File: src/rtl/efe_pkg.sv
// ----------------------------------------------------------------------------
// efe_pkg
// Shared types and constants of the escaped frame encoder: register indexes,
// status codes and the command passed from the front end to the byte engine.
// ----------------------------------------------------------------------------
package efe_pkg;

  localparam int BYTE_W      = 8;
  localparam int LEN_W       = 16;
  localparam int STATUS_W    = 2;
  localparam int CFG_INDEX_W = 1;

  // a command holds at most delimiter, two length bytes and a checksum
  localparam int SLOT_COUNT  = 4;
  localparam int SLOT_IDX_W  = $clog2(SLOT_COUNT);

  localparam int QUEUE_DEPTH = 2;

  localparam logic [CFG_INDEX_W-1:0] REG_START_DELIMITER = 1'd0;
  localparam logic [CFG_INDEX_W-1:0] REG_ESCAPE_VALUE    = 1'd1;

  localparam logic [BYTE_W-1:0] DELIMITER_RESET = 8'h7E;
  localparam logic [BYTE_W-1:0] ESCAPE_RESET    = 8'h7D;
  localparam logic [BYTE_W-1:0] CHECKSUM_BASE   = 8'hFF;
  localparam logic [BYTE_W-1:0] ESCAPE_FLIP     = 8'h20;

  localparam logic [STATUS_W-1:0] STATUS_OK        = 2'd0;
  localparam logic [STATUS_W-1:0] STATUS_DROPPED   = 2'd1;
  localparam logic [STATUS_W-1:0] STATUS_ABANDONED = 2'd2;

  localparam logic KIND_START = 1'b0;
  localparam logic KIND_DATA  = 1'b1;

  typedef struct packed {
    logic [BYTE_W-1:0] start_delimiter;
    logic [BYTE_W-1:0] escape_value;
  } cfg_t;

  typedef struct packed {
    logic                                drop;
    logic [SLOT_COUNT-1:0][BYTE_W-1:0]   slots;
    logic [SLOT_COUNT-1:0]               esc_mask;
    logic [SLOT_IDX_W-1:0]               last_slot;
    logic                                has_eof;
    logic [STATUS_W-1:0]                 status;
  } cmd_t;

endpackage

File: src/rtl/escaped_frame_encoder.sv
// ----------------------------------------------------------------------------
// escaped_frame_encoder
// Byte-stuffing framer with an 8-bit checksum.
// Input channel (in_valid/in_ready): kind 0 opens a frame of frame_length
// payload bytes, kind 1 delivers one payload byte. Each request yields one or
// more results on the output channel (out_valid/out_ready); last_of_run
// marks the final result of a request and end_of_frame the checksum byte.
// A start request emits delimiter and escaped length bytes (plus checksum for
// a zero-length frame), up to seven results; a data request emits one to four.
// An accepted request is written to the queue, then loaded into the output
// register. The byte engine sends one result per cycle unless the output
// stalls, so sustained rate is set by the output; an escaped payload byte
// yields two results. Requests are taken while the two-entry command queue
// has room, so input and output stall independently.
// Reset clears frame state, queue and output valid; delimiter and escape
// registers return to 0x7E and 0x7D. Config is written via cfg_write.
// When the receiver stalls, the output holds and the queue fills, then
// in_ready drops.
// ----------------------------------------------------------------------------
module escaped_frame_encoder #(
  parameter int QUEUE_DEPTH = efe_pkg::QUEUE_DEPTH
) (
  input  logic                             clk,
  input  logic                             rst,
  input  logic                             cfg_write,
  input  logic [efe_pkg::CFG_INDEX_W-1:0]  cfg_index,
  input  logic [efe_pkg::BYTE_W-1:0]       cfg_data,
  input  logic                             in_valid,
  output logic                             in_ready,
  input  logic                             kind,
  input  logic [efe_pkg::LEN_W-1:0]        frame_length,
  input  logic [efe_pkg::BYTE_W-1:0]       payload_byte,
  output logic                             out_valid,
  input  logic                             out_ready,
  output logic [efe_pkg::BYTE_W-1:0]       out_byte,
  output logic                             byte_valid,
  output logic                             end_of_frame,
  output logic                             last_of_run,
  output logic [efe_pkg::STATUS_W-1:0]     status
);

  efe_pkg::cfg_t cfg;
  efe_pkg::cmd_t push_cmd;
  efe_pkg::cmd_t head_cmd;
  logic          q_full;
  logic          q_push;
  logic          q_pop;
  logic          q_valid;

  always_ff @(posedge clk) begin
    if (rst) begin
      cfg.start_delimiter <= efe_pkg::DELIMITER_RESET;
      cfg.escape_value    <= efe_pkg::ESCAPE_RESET;
    end else if (cfg_write) begin
      case (cfg_index)
        efe_pkg::REG_START_DELIMITER: cfg.start_delimiter <= cfg_data;
        efe_pkg::REG_ESCAPE_VALUE:    cfg.escape_value    <= cfg_data;
        default: ;
      endcase
    end
  end

  efe_front u_front (
    .clk          (clk),
    .rst          (rst),
    .cfg          (cfg),
    .in_valid     (in_valid),
    .in_ready     (in_ready),
    .kind         (kind),
    .frame_length (frame_length),
    .payload_byte (payload_byte),
    .q_full       (q_full),
    .q_push       (q_push),
    .q_cmd        (push_cmd)
  );

  efe_queue #(
    .DEPTH (QUEUE_DEPTH)
  ) u_queue (
    .clk      (clk),
    .rst      (rst),
    .push     (q_push),
    .push_cmd (push_cmd),
    .full     (q_full),
    .pop      (q_pop),
    .valid    (q_valid),
    .head     (head_cmd)
  );

  efe_back u_back (
    .clk          (clk),
    .rst          (rst),
    .cfg          (cfg),
    .q_valid      (q_valid),
    .q_head       (head_cmd),
    .q_pop        (q_pop),
    .out_valid    (out_valid),
    .out_ready    (out_ready),
    .out_byte     (out_byte),
    .byte_valid   (byte_valid),
    .end_of_frame (end_of_frame),
    .last_of_run  (last_of_run),
    .status       (status)
  );

endmodule

File: src/rtl/efe_front.sv
// ----------------------------------------------------------------------------
// efe_front
// Accepts input requests, tracks the open frame (length, running sum) and
// turns each request into one command of raw bytes for the byte engine.
// ----------------------------------------------------------------------------
module efe_front (
  input  logic                        clk,
  input  logic                        rst,
  input  efe_pkg::cfg_t               cfg,
  input  logic                        in_valid,
  output logic                        in_ready,
  input  logic                        kind,
  input  logic [efe_pkg::LEN_W-1:0]   frame_length,
  input  logic [efe_pkg::BYTE_W-1:0]  payload_byte,
  input  logic                        q_full,
  output logic                        q_push,
  output efe_pkg::cmd_t               q_cmd
);

  logic                        in_frame;
  logic                        in_frame_next;
  logic [efe_pkg::LEN_W-1:0]   bytes_remaining;
  logic [efe_pkg::LEN_W-1:0]   bytes_remaining_next;
  logic [efe_pkg::BYTE_W-1:0]  running_sum;
  logic [efe_pkg::BYTE_W-1:0]  running_sum_next;
  logic [efe_pkg::BYTE_W-1:0]  sum_plus;
  logic [efe_pkg::LEN_W-1:0]   rem_dec;
  logic                        len_zero;

  assign in_ready = !q_full;
  assign q_push   = in_valid && in_ready;

  assign sum_plus = running_sum + payload_byte;
  assign rem_dec  = bytes_remaining - efe_pkg::LEN_W'(1);
  assign len_zero = (frame_length == '0);

  always_comb begin
    q_cmd                = '0;
    in_frame_next        = in_frame;
    bytes_remaining_next = bytes_remaining;
    running_sum_next     = running_sum;
    if (kind == efe_pkg::KIND_START) begin
      q_cmd.slots[0]   = cfg.start_delimiter;
      q_cmd.slots[1]   = frame_length[15:8];
      q_cmd.slots[2]   = frame_length[7:0];
      q_cmd.slots[3]   = efe_pkg::CHECKSUM_BASE;
      q_cmd.esc_mask   = 4'b1110;
      q_cmd.last_slot  = len_zero ? efe_pkg::SLOT_IDX_W'(3) : efe_pkg::SLOT_IDX_W'(2);
      q_cmd.has_eof    = len_zero;
      q_cmd.status     = in_frame ? efe_pkg::STATUS_ABANDONED : efe_pkg::STATUS_OK;
      // a zero-length frame closes right away
      in_frame_next        = !len_zero;
      bytes_remaining_next = frame_length;
      running_sum_next     = '0;
    end else if (!in_frame) begin
      q_cmd.drop   = 1'b1;
      q_cmd.status = efe_pkg::STATUS_DROPPED;
    end else begin
      q_cmd.slots[0]  = payload_byte;
      q_cmd.slots[1]  = efe_pkg::CHECKSUM_BASE - sum_plus;
      q_cmd.esc_mask  = 4'b0011;
      q_cmd.last_slot = (rem_dec == '0) ? efe_pkg::SLOT_IDX_W'(1) : efe_pkg::SLOT_IDX_W'(0);
      q_cmd.has_eof   = (rem_dec == '0);
      q_cmd.status    = efe_pkg::STATUS_OK;
      bytes_remaining_next = rem_dec;
      if (rem_dec == '0) begin
        in_frame_next    = 1'b0;
        running_sum_next = '0;
      end else begin
        running_sum_next = sum_plus;
      end
    end
  end

  always_ff @(posedge clk) begin
    if (rst) begin
      in_frame        <= 1'b0;
      bytes_remaining <= '0;
      running_sum     <= '0;
    end else if (q_push) begin
      in_frame        <= in_frame_next;
      bytes_remaining <= bytes_remaining_next;
      running_sum     <= running_sum_next;
    end
  end

endmodule

File: src/rtl/efe_queue.sv
// ----------------------------------------------------------------------------
// efe_queue
// Small command queue between the front end and the byte engine.
// ----------------------------------------------------------------------------
module efe_queue #(
  parameter int DEPTH = efe_pkg::QUEUE_DEPTH
) (
  input  logic          clk,
  input  logic          rst,
  input  logic          push,
  input  efe_pkg::cmd_t push_cmd,
  output logic          full,
  input  logic          pop,
  output logic          valid,
  output efe_pkg::cmd_t head
);

  localparam int PTR_W = (DEPTH > 1) ? $clog2(DEPTH) : 1;
  localparam int CNT_W = $clog2(DEPTH + 1);

  efe_pkg::cmd_t    entries [DEPTH];
  logic [PTR_W-1:0] wr_ptr;
  logic [PTR_W-1:0] rd_ptr;
  logic [CNT_W-1:0] count;

  assign full  = (count == CNT_W'(DEPTH));
  assign valid = (count != '0);
  assign head  = entries[rd_ptr];

  function automatic logic [PTR_W-1:0] ptr_inc(input logic [PTR_W-1:0] p);
    ptr_inc = (p == PTR_W'(DEPTH - 1)) ? '0 : p + PTR_W'(1);
  endfunction

  always_ff @(posedge clk) begin
    if (push) begin
      entries[wr_ptr] <= push_cmd;
    end
  end

  always_ff @(posedge clk) begin
    if (rst) begin
      wr_ptr <= '0;
      rd_ptr <= '0;
      count  <= '0;
    end else begin
      if (push) begin
        wr_ptr <= ptr_inc(wr_ptr);
      end
      if (pop) begin
        rd_ptr <= ptr_inc(rd_ptr);
      end
      if (push && !pop) begin
        count <= count + CNT_W'(1);
      end else if (pop && !push) begin
        count <= count - CNT_W'(1);
      end
    end
  end

endmodule

File: src/rtl/efe_back.sv
// ----------------------------------------------------------------------------
// efe_back
// Byte engine: walks the slots of the head command, inserts escape bytes and
// drives the registered output channel, one result per cycle unless the output stalls.
// ----------------------------------------------------------------------------
module efe_back (
  input  logic                          clk,
  input  logic                          rst,
  input  efe_pkg::cfg_t                 cfg,
  input  logic                          q_valid,
  input  efe_pkg::cmd_t                 q_head,
  output logic                          q_pop,
  output logic                          out_valid,
  input  logic                          out_ready,
  output logic [efe_pkg::BYTE_W-1:0]    out_byte,
  output logic                          byte_valid,
  output logic                          end_of_frame,
  output logic                          last_of_run,
  output logic [efe_pkg::STATUS_W-1:0]  status
);

  logic [efe_pkg::SLOT_IDX_W-1:0] idx;
  logic                           half;
  logic [efe_pkg::BYTE_W-1:0]     cur;
  logic                           special;
  logic                           at_last;
  logic                           step_done;
  logic                           run_done;
  logic                           load;
  logic [efe_pkg::BYTE_W-1:0]     nxt_byte;
  logic                           nxt_eof;

  assign cur       = q_head.slots[idx];
  assign special   = q_head.esc_mask[idx] &&
                     (cur == cfg.start_delimiter || cur == cfg.escape_value);
  assign at_last   = (idx == q_head.last_slot);
  assign step_done = !special || half;
  assign run_done  = q_head.drop || (at_last && step_done);
  assign load      = q_valid && (!out_valid || out_ready);
  assign q_pop     = load && run_done;

  always_comb begin
    if (q_head.drop) begin
      nxt_byte = '0;
      nxt_eof  = 1'b0;
    end else if (special && !half) begin
      // first byte of an escaped pair
      nxt_byte = cfg.escape_value;
      nxt_eof  = 1'b0;
    end else begin
      nxt_byte = special ? (cur ^ efe_pkg::ESCAPE_FLIP) : cur;
      nxt_eof  = q_head.has_eof && at_last;
    end
  end

  always_ff @(posedge clk) begin
    if (rst) begin
      idx       <= '0;
      half      <= 1'b0;
      out_valid <= 1'b0;
    end else begin
      if (load) begin
        out_valid <= 1'b1;
        if (run_done) begin
          idx  <= '0;
          half <= 1'b0;
        end else if (step_done) begin
          idx  <= idx + efe_pkg::SLOT_IDX_W'(1);
          half <= 1'b0;
        end else begin
          half <= 1'b1;
        end
      end else if (out_ready) begin
        out_valid <= 1'b0;
      end
    end
  end

  always_ff @(posedge clk) begin
    if (load) begin
      out_byte     <= nxt_byte;
      byte_valid   <= !q_head.drop;
      end_of_frame <= nxt_eof;
      last_of_run  <= run_done;
      status       <= q_head.status;
    end
  end

  // the checksum byte always closes the run of its request
  a_eof_last: assert property (@(posedge clk) disable iff (rst)
    (out_valid && end_of_frame) |-> (last_of_run && byte_valid))
    else $error("end_of_frame without last_of_run");

  // mid-pair state only exists while its command is still queued
  a_half_head: assert property (@(posedge clk) disable iff (rst)
    half |-> q_valid)
    else $error("escape pair pending with empty queue");

  a_idx_range: assert property (@(posedge clk) disable iff (rst)
    (q_valid && !q_head.drop) |-> (idx <= q_head.last_slot))
    else $error("slot index beyond last slot");

  a_pop_resets: assert property (@(posedge clk) disable iff (rst)
    q_pop |=> (idx == '0 && !half))
    else $error("slot walker not cleared after command");

endmodule
File: config.mk
export PLATFORM = sky130hd
export DESIGN_NAME = escaped_frame_encoder
export DESIGN_NICKNAME = d
export VERILOG_FILES = /design/src/rtl/efe_pkg.sv /design/src/rtl/escaped_frame_encoder.sv /design/src/rtl/efe_front.sv /design/src/rtl/efe_queue.sv /design/src/rtl/efe_back.sv
export SDC_FILE = /design/constraint.sdc
export NUM_CORES = 1
export LEC_CHECK = 0
export BUFFER_PORTS_ARGS = -buffer_cell sky130_fd_sc_hd__buf_2
export CORE_ASPECT_RATIO = 1.5
export CORE_MARGIN = 8
export CORE_UTILIZATION = 40
export DETAILED_ROUTE_END_ITERATION = 8
export PLACE_DENSITY_LB_ADDON = 0.3
export SLEW_MARGIN = 5
export SYNTH_ARGS = -nofsm -noshare
export SYNTH_HDL_FRONTEND = slang
export SYNTH_SLANG_ARGS = --single-unit
File: constraint.sdc
create_clock -name clk -period 3.9 [get_ports clk]
set_clock_uncertainty 0.05 [all_clocks]
set_input_delay 0.195 -clock clk [delete_from_list [all_inputs] [get_ports clk]]
set_output_delay 0.195 -clock clk [all_outputs]
set_load 0.1 [all_outputs]
* Yosys cells after proc, flatten, opt, wreduce, memory -nomap -nowiden *
Memory sizes are Yosys's and may differ from the RTL's. A register that Yosys moved wholly into a read port is not among the register bits.
Index checks and enable logic that the tools add are counted.

storage, ports and cells
  register bits after elaboration = 62
  input port bits = 39
  logic and storage cells = 102
  output and inout port bits = 15
  memories = 1
  memory bits (writable) = 84

memory list
  memory           words  width  rd ports  clocked after Yosys merged registers in  wr ports  line             text
  u_queue.entries  2      42     1         1                                        1         efe_queue.sv:21  efe_pkg::cmd_t entries [DEPTH];

cells by class
  bitwise operators = 2
  equality and inequality tests = 5
  muxes and demuxes = 37
  add/subtract/negate cells = 8
  reductions and logical operators = 32
  order comparisons = 1

operators by type and width
  cell                   number
  $mux 16                3
  $mux 8                 5
  $logic_not 16->1       2
  $mux 25                1
  $mux 23                1
  $mux 1                 19
  $bmux 8 s2             1
  $eq 8x8->1             2
  $sub 16x1->16 const B  1
  $mux 2                 5
  $logic_and 1x1->1      9
  $add 8x8->8            1
  $logic_not 1->1        8
  $reduce_and 2->1       4
  $reduce_bool 2->1      4
  $sub 8x8->8 const A    1
  $mux 6                 1
  $add 2x1->2 const B    2
  $logic_or 1x1->1       4
  $lt 2x3->1 const B     1
  $add 1x1->1 const B    2
  $bmux 1 s2             1
  $eq 2x2->1             1
  $eq 2x2->1 const B     1
  4 further kinds        5

* Logic depth before layout (Yosys ltp) *
Gate-level depths: netlist of run 1.

  depth after elaboration = 13
  gate-level depth with buffers = 14
  depth with buffers taken out = 12

* By module *
Synthesis of run 1 repeated with hierarchy kept, for this count alone.

second synthesis, totals
  cells, all modules = 589
  area, all modules = 7121.8 um^2

by module, submodules not included
  module                 times used  sequential area each (um^2)  cells each  area each (um^2)
  efe_queue              1           2622.5                       153         3240.6
  efe_front              1           500.5                        269         2023.2
  efe_back               1           470.5                        102         1221.2
  escaped_frame_encoder  1           320.3                        65          636.9

* Least setup slack after synthesis of run 1 *
Ideal clock, no wire load.

  path kind = reg2reg
  start = reg u_queue.count[0]
  end = mem u_queue.entries[0][10] (netlist bit), enable pin
  stages on the path, launching flop included = 4
  data required time = 3.433 ns
  setup time = 0.417 ns
  buffers on the path = 0
  period minus slack after synthesis = 3.238 ns
  path slack = 0.662 ns
  data arrival time = 2.771 ns
  cell sequence = dfxtp_1 > nand2b_1 > nand2_1 > nor2_1

between the ends
  cells in the longest elaborated chain, start to end = 5

ends and longest elaborated chain
  item                          line                         text
  start: declaration            efe_queue.sv:24              logic [CNT_W-1:0] count;
  start signal: assignment      efe_queue.sv:53              count <= count + CNT_W'(1);
  start signal: assignment      efe_queue.sv:55              count <= count - CNT_W'(1);
  $eq 2x2->1                    efe_queue.sv:26              assign full = (count == CNT_W'(DEPTH));
  $logic_not 1->1               efe_front.sv:30              assign in_ready = !q_full;
  via in_ready                  escaped_frame_encoder.sv:29  output logic in_ready,
  $logic_and 1x1->1             efe_front.sv:31              assign q_push = in_valid && in_ready;
  $mux 1                        efe_queue.sv:35              if (push) begin
  $mux 1 (not written as such)  efe_queue.sv:36              entries[wr_ptr] <= push_cmd;
  end: declaration              efe_queue.sv:21

The timed path passes the listed nets, and every way through them passes these cells.

* Worst setup path in the final report of run 1 *
  start = reg u_back.idx[1] (netlist bit)
  end = reg u_queue.count[1]

between the ends
  cells in the longest elaborated chain, start to end = 13
  elaborated cells on any way between the ends = 19
  those cells by class = eq/ne: 3; mux: 5; reduce/logical: 11

ends and longest elaborated chain
  item                                         line             text
  start: declaration                           efe_back.sv:22   logic [efe_pkg::SLOT_IDX_W-1:0] idx;
  start signal: assignment                     efe_back.sv:68   idx <= idx + efe_pkg::SLOT_IDX_W'(1);
  $bmux 8 s2                                   efe_back.sv:33   assign cur = q_head.slots[idx];
  $mux 8 (not written as such)                 efe_back.sv:33
  $eq 8x8->1                                   efe_back.sv:35   (cur == cfg.start_delimiter || cur == cfg.escape_value);
  $logic_or 1x1->1                             efe_back.sv:35
  $logic_and 1x1->1                            efe_back.sv:34   assign special = q_head.esc_mask[idx] &&
  $logic_not 1->1                              efe_back.sv:37   assign step_done = !special || half;
  $logic_or 1x1->1                             efe_back.sv:37
  $logic_and 1x1->1 (*)                        efe_back.sv:38   assign run_done = q_head.drop || (at_last && step_done);
  $logic_or 1x1->1 (*)                         efe_back.sv:38
  $logic_and 1x1->1 (*)                        efe_back.sv:40   assign q_pop = load && run_done;
  $logic_not 1->1                              efe_queue.sv:52  if (push && !pop) begin
  $logic_and 1x1->1                            efe_queue.sv:52
  $mux 2 or $reduce_bool 2->1 (tied branches)  --

Mark *: on every way between the ends. The rest lies on a longest branch, timed or not. The select of a mux whose other input is x is not followed.
A chain may end at the register's enable or synchronous reset.

==> summary.txt, run 1 <==
initial antenna violation count - 0
largest family of logic cells by synthesized area - compound AO/OA/AOI/OAI gates
hold crit path type - in2reg
post-route ant nets - 0
first-pass GRT wire length - 25,620 microns
CTS Sinks - 123
vias in the first global route - 4,726
maxcap violations - 0
vias per inst - 5.557
buffer depth of the longest clock path - 2
syn_nets - 637
die area - 19,560 sq um
XOR/XNOR Fraction of Synth Area - 0.04734
post-synth cell types - 62
core region area - 15,000 sq um
Sw Share - 0.3767
RePlAce Congestion - 0.8814
design area - 7222 sq um
Post-synth EDFFs - 73
GRT Util Overall - 0.1725
total grt overflow - 0
combinational power share - 0.349
Leak - 2.694 nW
CTS Buf Count - 17
WL final - 16,160 microns
layout cell share with drive strength beyond 1 - 0.1735
Clk pwr share - 0.304
post-synthesis cell area - 6106 sq um
mux share of post-synthesis cell area - 0.04119
RSZ-0062 raised after global routing - false
CP endpoint kind - flip-flop
top cells by area, synth - edfxtp_1 36%, dfxtp_1 16%, xnor2_1 3.9%
Reg power frac - 0.347
Pre-antenna DRT Iters - 7
most numerous cell in the Yosys netlist - edfxtp_1
crit path kind - reg2reg
Final Critical Period - 3.452 ns
Fin. Hold Viols - 0
Power Total - 0.005117 W
WL per Instance - 18.88 microns
sequential-to-total area share from yosys stat - 0.5230
Post-CTS Repair Setup Buffers - 0
PortBufs - 53
pwr dens - 708.6 nW/um^2
status - complete, no violations
cell count after synthesis - 587
PnR worst setup slack - 0.4477 ns
TritonCTS clock tree - yes
CP Launch Type - flip-flop
Core Util, Final - 0.4814
WP data required - 4.17 ns
sw power - 0.001928 W
Syn Area/Cell - 10.40 sq um
nets - 694
area leader, netlist - edfxtp_1
Critical Path Fanout Max - 10
Cell Area, Placed - 6545 sq um
Initial Utilization - 0.4070
internal power - 0.003190 W
Die Y-Extent - 167.3 microns
fmax - 0.2897 GHz
Async SR Flop Fraction - 0
Worst IR Drop VDD - 0.4935 mV
IO Pins - 54
worst path cell trace - nand2b_1 -> a211oi_1 -> a2111oi_2 -> xnor2_1 -> nand4_2 -> o22ai_2 -> a21oi_1 -> o21ai_0 -> ha_1 -> or3_1 -> a21oi_1
Critical Path Max Stage Delay - 0.56 ns
hpwl dp - 12,030 microns
Final Setup Violations - 0
count of final max-slew check failures - 0
Ys Warns - 0
top post-synthesis cells by count - 73 x edfxtp_1, 53 x nor2_1, 50 x dfxtp_1, 47 x a21oi_1, 42 x nand2_1
DRC errors left - 0
Main synth FF type - edfxtp_1
CTS Hold Buffers Added - 8
Die X - 116.9 microns
Slew headroom - 0.2646
Root Driver - clkbuf_16
top cell type's share of synthesized area - 0.3590
Diodes inserted - 0
drt initial violations - 234
Synth Area in Simple Gates - 0.1602
fin crit share - 0.8852
largest net degree at the start of global routing - 55
clock insertion delay at the later pin of the skew report - 0.41 ns
Vias - 4,757
critical path's slowest cell - a2111oi_2
Synth Register Bits - 123
Critical Path AT - 3.72 ns
CTS HTree Levels - 4
pre-CTS setup slack - 0.4801 ns
Fill cells - 1,460
most used cell, CP - a21oi_1
Worst-Margin Slew - 1.103 ns
adder and majority gate portion of the synthesized area - 0.02377
Compound-Gate Fraction of Synth Area - 0.1660
synth-to-layout area growth - 18.28%
clock slew at reported path FFs - 0.06 ns
post-CTS sizing - 0
setup TNS - 0 ns
Row Count - 55
-- sequential cells by signal, summed over array words and instances (netlist names), 2 cells and up, named ones only --
signal,count
u_queue.entries,60
u_back.out_byte,8
u_front.running_sum,8
u_back.status,2
u_back.idx,2
cfg,16
u_front.bytes_remaining,16
u_queue.count,2
-- metal layers --
layer | track usage | up-vias | routed length (microns) | part of all wire
met5 | 0 | - | 0 | 0
met2 | 0.3155 | 161 | 8888 | 0.55
met1 | 0.1837 | 2275 | 6027 | 0.37
met4 | 0.07215 | 0 | 497 | 0.031
met3 | 0.03637 | 28 | 744 | 0.046
li1 | - | 2293 | - | -
-- critical path: cells and delay by family, from the launching register on --
kind                     cells  cell delay (ns)
AO/OA/AOI/OAI                6             1.35
AND/OR/NAND/NOR              3             0.91
flip-flops                   1             0.55
adder cells (fa/ha/maj)      1             0.30
XOR/XNOR                     1             0.20
-- cells by family (layout without fill, tap and decap cells) --
kind of cell	count (synthesis)	count (layout)
AO/OA/AOI/OAI	155	155
XOR/XNOR	33	33
adder cells (fa/ha/maj)	11	11
buffers and inverters	54	124
flip-flops	123	123
multiplexers	18	18
AND/OR/NAND/NOR	193	193
-- power groups by stage --
stage	combinational, W	clock [W]	sequential, W
2_1_floorplan	0.000969	0	0.00222
3_3_place_gp	0.00176	0	0.00180
3_5_place_dp	0.00178	0	0.00180
4_1_cts	0.00180	0.00157	0.00178
5_1_grt	0.00193	0.00163	0.00180
6_report	0.00178	0.00156	0.00178
-- area by class of cell --
type | count | area (sq um) | share of cell area
multi-input combinational | 410 | 2680 | 0.3711
clock inverter | 7 | 58.81 | 0.008143
timing repair buffer | 72 | 427.9 | 0.05925
inverter | 20 | 75.07 | 0.01040
clock buffer | 25 | 538.0 | 0.07450
sequential | 123 | 3193 | 0.4421
tap | 199 | 249.0 | 0.03448
-- cells in the final DEF (no fill, tap or decap), types with 3 or more instances in the layout --
cell / instances
o21ai_1: 3
o2bb2ai_1: 3
buf_4: 11
nor3_1: 11
o32ai_1: 3
nand2b_1: 7
edfxtp_1: 73
clkbuf_8: 4
o21bai_1: 4
a2111oi_2: 3
clkbuf_16: 19
mux2_1: 4
o21ai_0: 36
ha_1: 10
nor4_1: 9
dfxtp_1: 50
a211oi_1: 9
mux4_2: 5
or3_1: 4
nand4_1: 7
buf_2: 53
clkinv_2: 5
mux2i_1: 6
nor2b_1: 19
o22ai_1: 8
a22oi_1: 9
xnor2_1: 27
nand2_1: 42
a21oi_1: 47
inv_1: 19
nor2_1: 52
mux2_2: 3
nand3_1: 18
o211ai_1: 3
xor2_1: 6
dlygate4sd3_1: 8
a211o_1: 12
and3_1: 9
a21o_1: 4
-- per-stage QoR --
| step | hold WS, ns | instances |
|---|---|---|
| 2_1_floorplan | 0.2628 | 587 |
| 3_3_place_gp | 0.3722 | 816 |
| 3_5_place_dp | 0.3763 | 816 |
| 4_1_cts | 0.07170 | 856 |
| 5_1_grt | 0.08454 | 856 |
| 6_report | 0.07730 | 856 |
-- final timing paths --
path         cells past startpoint  slack (ns)                          end                         from
max reg2reg                     11        0.45             u_queue.count[1]                u_back.idx[1]
min                              3        0.08   u_front.bytes_remaining[0]              frame_length[0]
min reg2reg                      2        0.44  u_front.bytes_remaining[15]  u_front.bytes_remaining[15]
max                             11        0.45             u_queue.count[1]                u_back.idx[1]
No activity file was read; power rests on OpenSTA's default activity.
==> inputs of run 2 (changes only) <==
--- a/config.mk
+++ b/config.mk
@@ -7,7 +7,7 @@
 export LEC_CHECK = 0
 export BUFFER_PORTS_ARGS = -buffer_cell sky130_fd_sc_hd__buf_2
 export CORE_ASPECT_RATIO = 1.5
-export CORE_MARGIN = 8
+export CORE_MARGIN = 4
 export CORE_UTILIZATION = 40
 export DETAILED_ROUTE_END_ITERATION = 8
 export PLACE_DENSITY_LB_ADDON = 0.3
==> constraint.sdc (replaced) <==
create_clock -name clk -period 3.4 [get_ports clk]
set_clock_uncertainty 0.05 [all_clocks]
set_input_delay 0.17 -clock clk [delete_from_list [all_inputs] [get_ports clk]]
set_output_delay 0.17 -clock clk [all_outputs]
set_load 0.02 [all_outputs]
==> summary.txt, run 2 (same netlist as run 1, synthesis figures left out) <==
internal reg-to-reg setup slack - 0.12 ns
Power Total - 0.005500 W
nets - 695
crit path kind - reg2reg
IO Pins - 54
Worst-Margin Slew - 1.086 ns
count of final max-slew check failures - 0
Largest register FFs - 60
clock insertion delay at the later pin of the skew report - 0.41 ns
Die Y-Extent - 159.3 microns
CTS HTree Levels - 4
pwr dens - 755.5 nW/um^2
WP data required - 3.68 ns
fin crit share - 0.9642
WL per Instance - 18.53 microns
PortBufs - 53
DRC errors left - 0
Die X - 108.9 microns
hold path cells - 3
Fin. Hold Viols - 0
synth-to-layout area growth - 19.22%
layout cell share with drive strength beyond 1 - 0.1809
Critical Path Fanout Max - 14
initial antenna violation count - 0
most frequent cells in the layout - 73 x edfxtp_1, 53 x buf_2, 52 x nor2_1
Diodes inserted - 0
Vias - 4,748
Worst IR Drop VDD - 0.3346 mV
GRT Util Overall - 0.1869
Reg with most FFs - u_queue.entries
CP Launch Type - flip-flop
drt initial violations - 278
Slew headroom - 0.2759
Largest regs - u_queue.entries: 60 flops, cfg: 16 flops, u_front.bytes_remaining: 16 flops
WL final - 15,880 microns
buffer depth of the longest clock path - 2
hold crit path type - in2reg
TritonCTS clock tree - yes
Final Critical Period - 3.278 ns
vias per inst - 5.540
RSZ-0062 raised after global routing - false
Row Count - 55
status - complete, no violations
Pre-antenna DRT Iters - 5
fmax - 0.3050 GHz
Post-CTS Repair Setup Buffers - 0
setup TNS - 0 ns
hpwl dp - 11,640 microns
core region area - 15,070 sq um
post-route ant nets - 0
clock slew at reported path FFs - 0.06 ns
Root Driver - clkbuf_16
Fill cells - 1,368
reg2reg path depth - 12
die area - 17,350 sq um
CTS Buf Count - 17
maxcap violations - 0
vias in the first global route - 4,648
first-pass GRT wire length - 24,670 microns
CP endpoint kind - flip-flop
most common cell after layout, fill and taps aside - edfxtp_1
Final Setup Violations - 0
largest net degree at the start of global routing - 55
Critical Path AT - 3.56 ns
CTS Sinks - 123
total grt overflow - 0
RePlAce Congestion - 0.9078
Leak - 2.687 nW
Initial Utilization - 0.4051
-- run 2: repair_timing --
item,CTS,global route
setup endpoints to repair,0,1
hold buffers,8,0
resized for setup,0,6
hold endpoints to repair,10,0
-- run 2: power breakdown --
group / switching [W] / internal, W
logic: 0.00102 / 0.000622
clock network: 0.000669 / 0.00115
registers: 0.000136 / 0.00190
total: 0.00183 / 0.00367
-- run 2: worst paths after layout --
path / from / to
worst min register to register: u_front.bytes_remaining[15] / u_front.bytes_remaining[15]
worst max-delay path: flip-flop / u_queue.count[1]
worst min-delay path: out_ready / u_back.out_valid
worst max register to register: flip-flop / u_queue.count[1]
-- run 2: metal layers --
layer / up-vias / GRT usage / wire, microns
met2: 133 / 0.3400 / 8852
li1: 2284 / - / -
met5: - / 0 / 0
met1: 2304 / 0.2034 / 5959
met4: 0 / 0.08214 / 493
met3: 27 / 0.03854 / 570
-- run 2: worst max-delay path, stage by stage, from the launching register on --
cell and delay (ns):
dfxtp_1 0.32, buf_4 0.21, mux4_2 0.52, o22ai_1 0.29, nor2_1 0.17, xnor2_1 0.18, nand4_1 0.18, o22ai_2 0.21
a21oi_1 0.08, o21ai_0 0.19, ha_1 0.29, or3_1 0.37, a21oi_1 0.14
-- run 2: layout make-up --
type	count	area, sq um	area share
clock inverters	14	173.9	0.02389
inverters	20	75.07	0.01031
repair buffers	73	435.4	0.05981
flip-flops and latches	123	3193	0.4386
multi-input cells	410	2724	0.3742
clock buffers	18	429.2	0.05896
well taps	199	249.0	0.03420
-- run 2: metrics by stage --
step	area, sq um	hold slack [ns]	cells	util	setup slack, ns
detailed placement	6553	0.3587	817	0.4348	0.08530
CTS	7236	0.007760	857	0.4801	0.07923
global route	7279	0.01814	857	0.4830	0.0002947
floorplan	6106	0.2378	587	-	0.5046
global placement	6553	0.3479	817	0.4348	0.2210
finish	7279	0.01186	857	0.4830	0.1216
==> inputs of run 3 (changes only) <==
--- a/config.mk
+++ b/config.mk
@@ -11,6 +11,7 @@
 export CORE_UTILIZATION = 40
 export DETAILED_ROUTE_END_ITERATION = 8
 export PLACE_DENSITY_LB_ADDON = 0.3
+export SETUP_SLACK_MARGIN = 0.15
 export SLEW_MARGIN = 5
 export SYNTH_ARGS = -nofsm -noshare
 export SYNTH_HDL_FRONTEND = slang
==> constraint.sdc (replaced) <==
create_clock -name clk -period 3.4 [get_ports clk]
set_clock_uncertainty 0.05 [all_clocks]
set_input_delay 0.68 -clock clk [delete_from_list [all_inputs] [get_ports clk]]
set_output_delay 0.68 -clock clk [all_outputs]
set_load 0.02 [all_outputs]
==> summary.txt, run 3 (same netlist as run 1, synthesis figures left out) <==
status - complete, no violations
Worst-Margin Slew - 0.9177 ns
most frequent cells in the layout - 73 x edfxtp_1, 54 x buf_2, 50 x nor2_1
combinational power share - 0.321
largest net degree at the start of global routing - 31
most common cell after layout, fill and taps aside - edfxtp_1
Sw Share - 0.3297
PortBufs - 53
CP endpoint kind - flip-flop
met3 Usage GRT - 0.03570
fmax - 0.3226 GHz
drt initial violations - 374
Worst IR Drop VDD - 0.3748 mV
Worst path top cell family by delay - compound AO/OA/AOI/OAI gates
fin crit share - 0.9118
nets - 703
Largest register FFs - 60
post-route ant nets - 0
CTS Buf Count - 17
# placed instances - 820
Leak - 2.762 nW
Power Total - 0.005515 W
synth-to-layout area growth - 20.53%
Final Setup Violations - 0
die area - 17,350 sq um
CTS Sinks - 123
Fin. Hold Viols - 0
vias in the first global route - 4,792
vias per inst - 5.651
total grt overflow - 0
CTS HTree Levels - 4
Clk pwr share - 0.308
maxcap violations - 0
Row Count - 55
Initial Utilization - 0.4051
Die Y-Extent - 159.3 microns
first-pass GRT wire length - 25,240 microns
hold crit path type - reg2reg
WL per Instance - 18.75 microns
RePlAce Congestion - 0.9180
CP Launch Type - flip-flop
Final Critical Period - 3.100 ns
Reg power frac - 0.371
DRC errors left - 0
hpwl dp - 11,850 microns
filler-free cell count of the finished design - 865
Fill cells - 1,359
WP data required - 3.68 ns
FF/Latch Area - 3194 sq um
buffer depth of the longest clock path - 2
worst path cell trace - buf_6 -> mux4_2 -> o22ai_1 -> nor2_1 -> xnor2_1 -> nand4_1 -> o22ai_2 -> a21oi_1 -> o21ai_1 -> ha_1 -> or3_1 -> a21oi_1
area of the multi-input gates - 2789 sq um
crit path kind - reg2reg
gr busiest metal - met2
initial antenna violation count - 0
pwr dens - 749.3 nW/um^2
GRT Util Overall - 0.1901
critical path's slowest cell - mux4_2
CP bufs+invs - 1
Reg with most FFs - u_queue.entries
WL final - 16,220 microns
clock slew at reported path FFs - 0.05 ns
most used cell, CP - a21oi_1
setup TNS - 0 ns
Slew headroom - 0.3869
RSZ-0062 raised after global routing - false
IO Pins - 54
core region area - 15,070 sq um
CTS Hold Buffers Added - 0
Vias - 4,888
internal power - 0.003697 W
Largest regs - u_queue.entries: 60 flops, cfg: 16 flops, u_front.bytes_remaining: 16 flops
sw power - 0.001818 W
layout cell share with drive strength beyond 1 - 0.2177
TritonCTS clock tree - yes
Diodes inserted - 0
met2 usage - 0.3459
clock insertion delay at the later pin of the skew report - 0.41 ns
Die X - 108.9 microns
count of final max-slew check failures - 0
Critical Path AT - 3.38 ns
Pre-antenna DRT Iters - 5
Root Driver - clkbuf_16
Critical Path Max Stage Delay - 0.50 ns
min-delay src - u_front.in_frame
Critical Path Fanout Max - 5
met1 GRT Util - 0.2127
## run 3: cell count changes in the layout (fill, tap and decap cells not counted), moves of 3 or more
cell | before | now
bufinv_16 | 3 | 0
buf_4 | 12 | 25
dlygate4sd3_1 | 8 | 0
clkinv_4 | 5 | 0
a211oi_1 | 8 | 3
a211oi_2 | 1 | 6
clkinvlp_4 | 4 | 0
clkinv_2 | 2 | 6
clkbuf_8 | 0 | 4
## run 3: power by group through the flow
stage | clock (W) | combinational, W | sequential, W
2_1_floorplan | 0 | 0.00108 | 0.00212
3_3_place_gp | 0 | 0.00156 | 0.00207
3_5_place_dp | 0 | 0.00159 | 0.00207
4_1_cts | 0.00172 | 0.00165 | 0.00204
5_1_grt | 0.00179 | 0.00194 | 0.00207
6_report | 0.00170 | 0.00177 | 0.00205
## run 3: tightest hold or removal path: stages, from the launching register on
cell	delay, ns
dfxtp_1	0.33
nand2_1	0.06
a21oi_1	0.05
## run 3: final timing paths
path | to | depth (start not counted) | slack (ns)
hold reg to reg | u_front.in_frame | 2 | 0.44
setup / recovery | u_queue.count[1] | 12 | 0.30
setup reg to reg | u_queue.count[1] | 12 | 0.30
hold / removal | u_front.in_frame | 2 | 0.44
## run 3: repair_timing
item,4_1_cts,5_1_grt
buffers inserted,0,12
setup endpoints to repair,1,1
pin swaps,0,9
gates resized for setup,7,15
gates cloned,0,1
## run 3: area by class of cell
cell class / count / area share
tap: 199 / 0.03383
inverter: 20 / 0.01020
sequential: 123 / 0.4340
clock buffer: 25 / 0.07310
multi-input combinational: 410 / 0.3790
timing repair buffer: 81 / 0.06528
clock inverter: 7 / 0.004590
## run 3: metrics by stage
| stage | hold WS [ns] | util | area, sq um | setup slack, ns |
|---|---|---|---|---|
| finish | 0.4419 | 0.4883 | 7360 | 0.2997 |
| global route | 0.4478 | 0.4883 | 7360 | 0.07282 |
| CTS | 0.4349 | 0.4777 | 7199 | 0.2027 |
| detailed placement | 0.4275 | 0.4363 | 6575 | 0.1897 |
| global placement | 0.4161 | 0.4363 | 6575 | 0.3329 |
| floorplan | 0.4040 | - | 6106 | 0.5046 |
## run 3: layer usage
metal / vias to the layer above / wire length, microns
met4: 0 / 435
met3: 37 / 655
li1: 2296 / -
met5: - / 0
met1: 2398 / 6166
met2: 157 / 8960
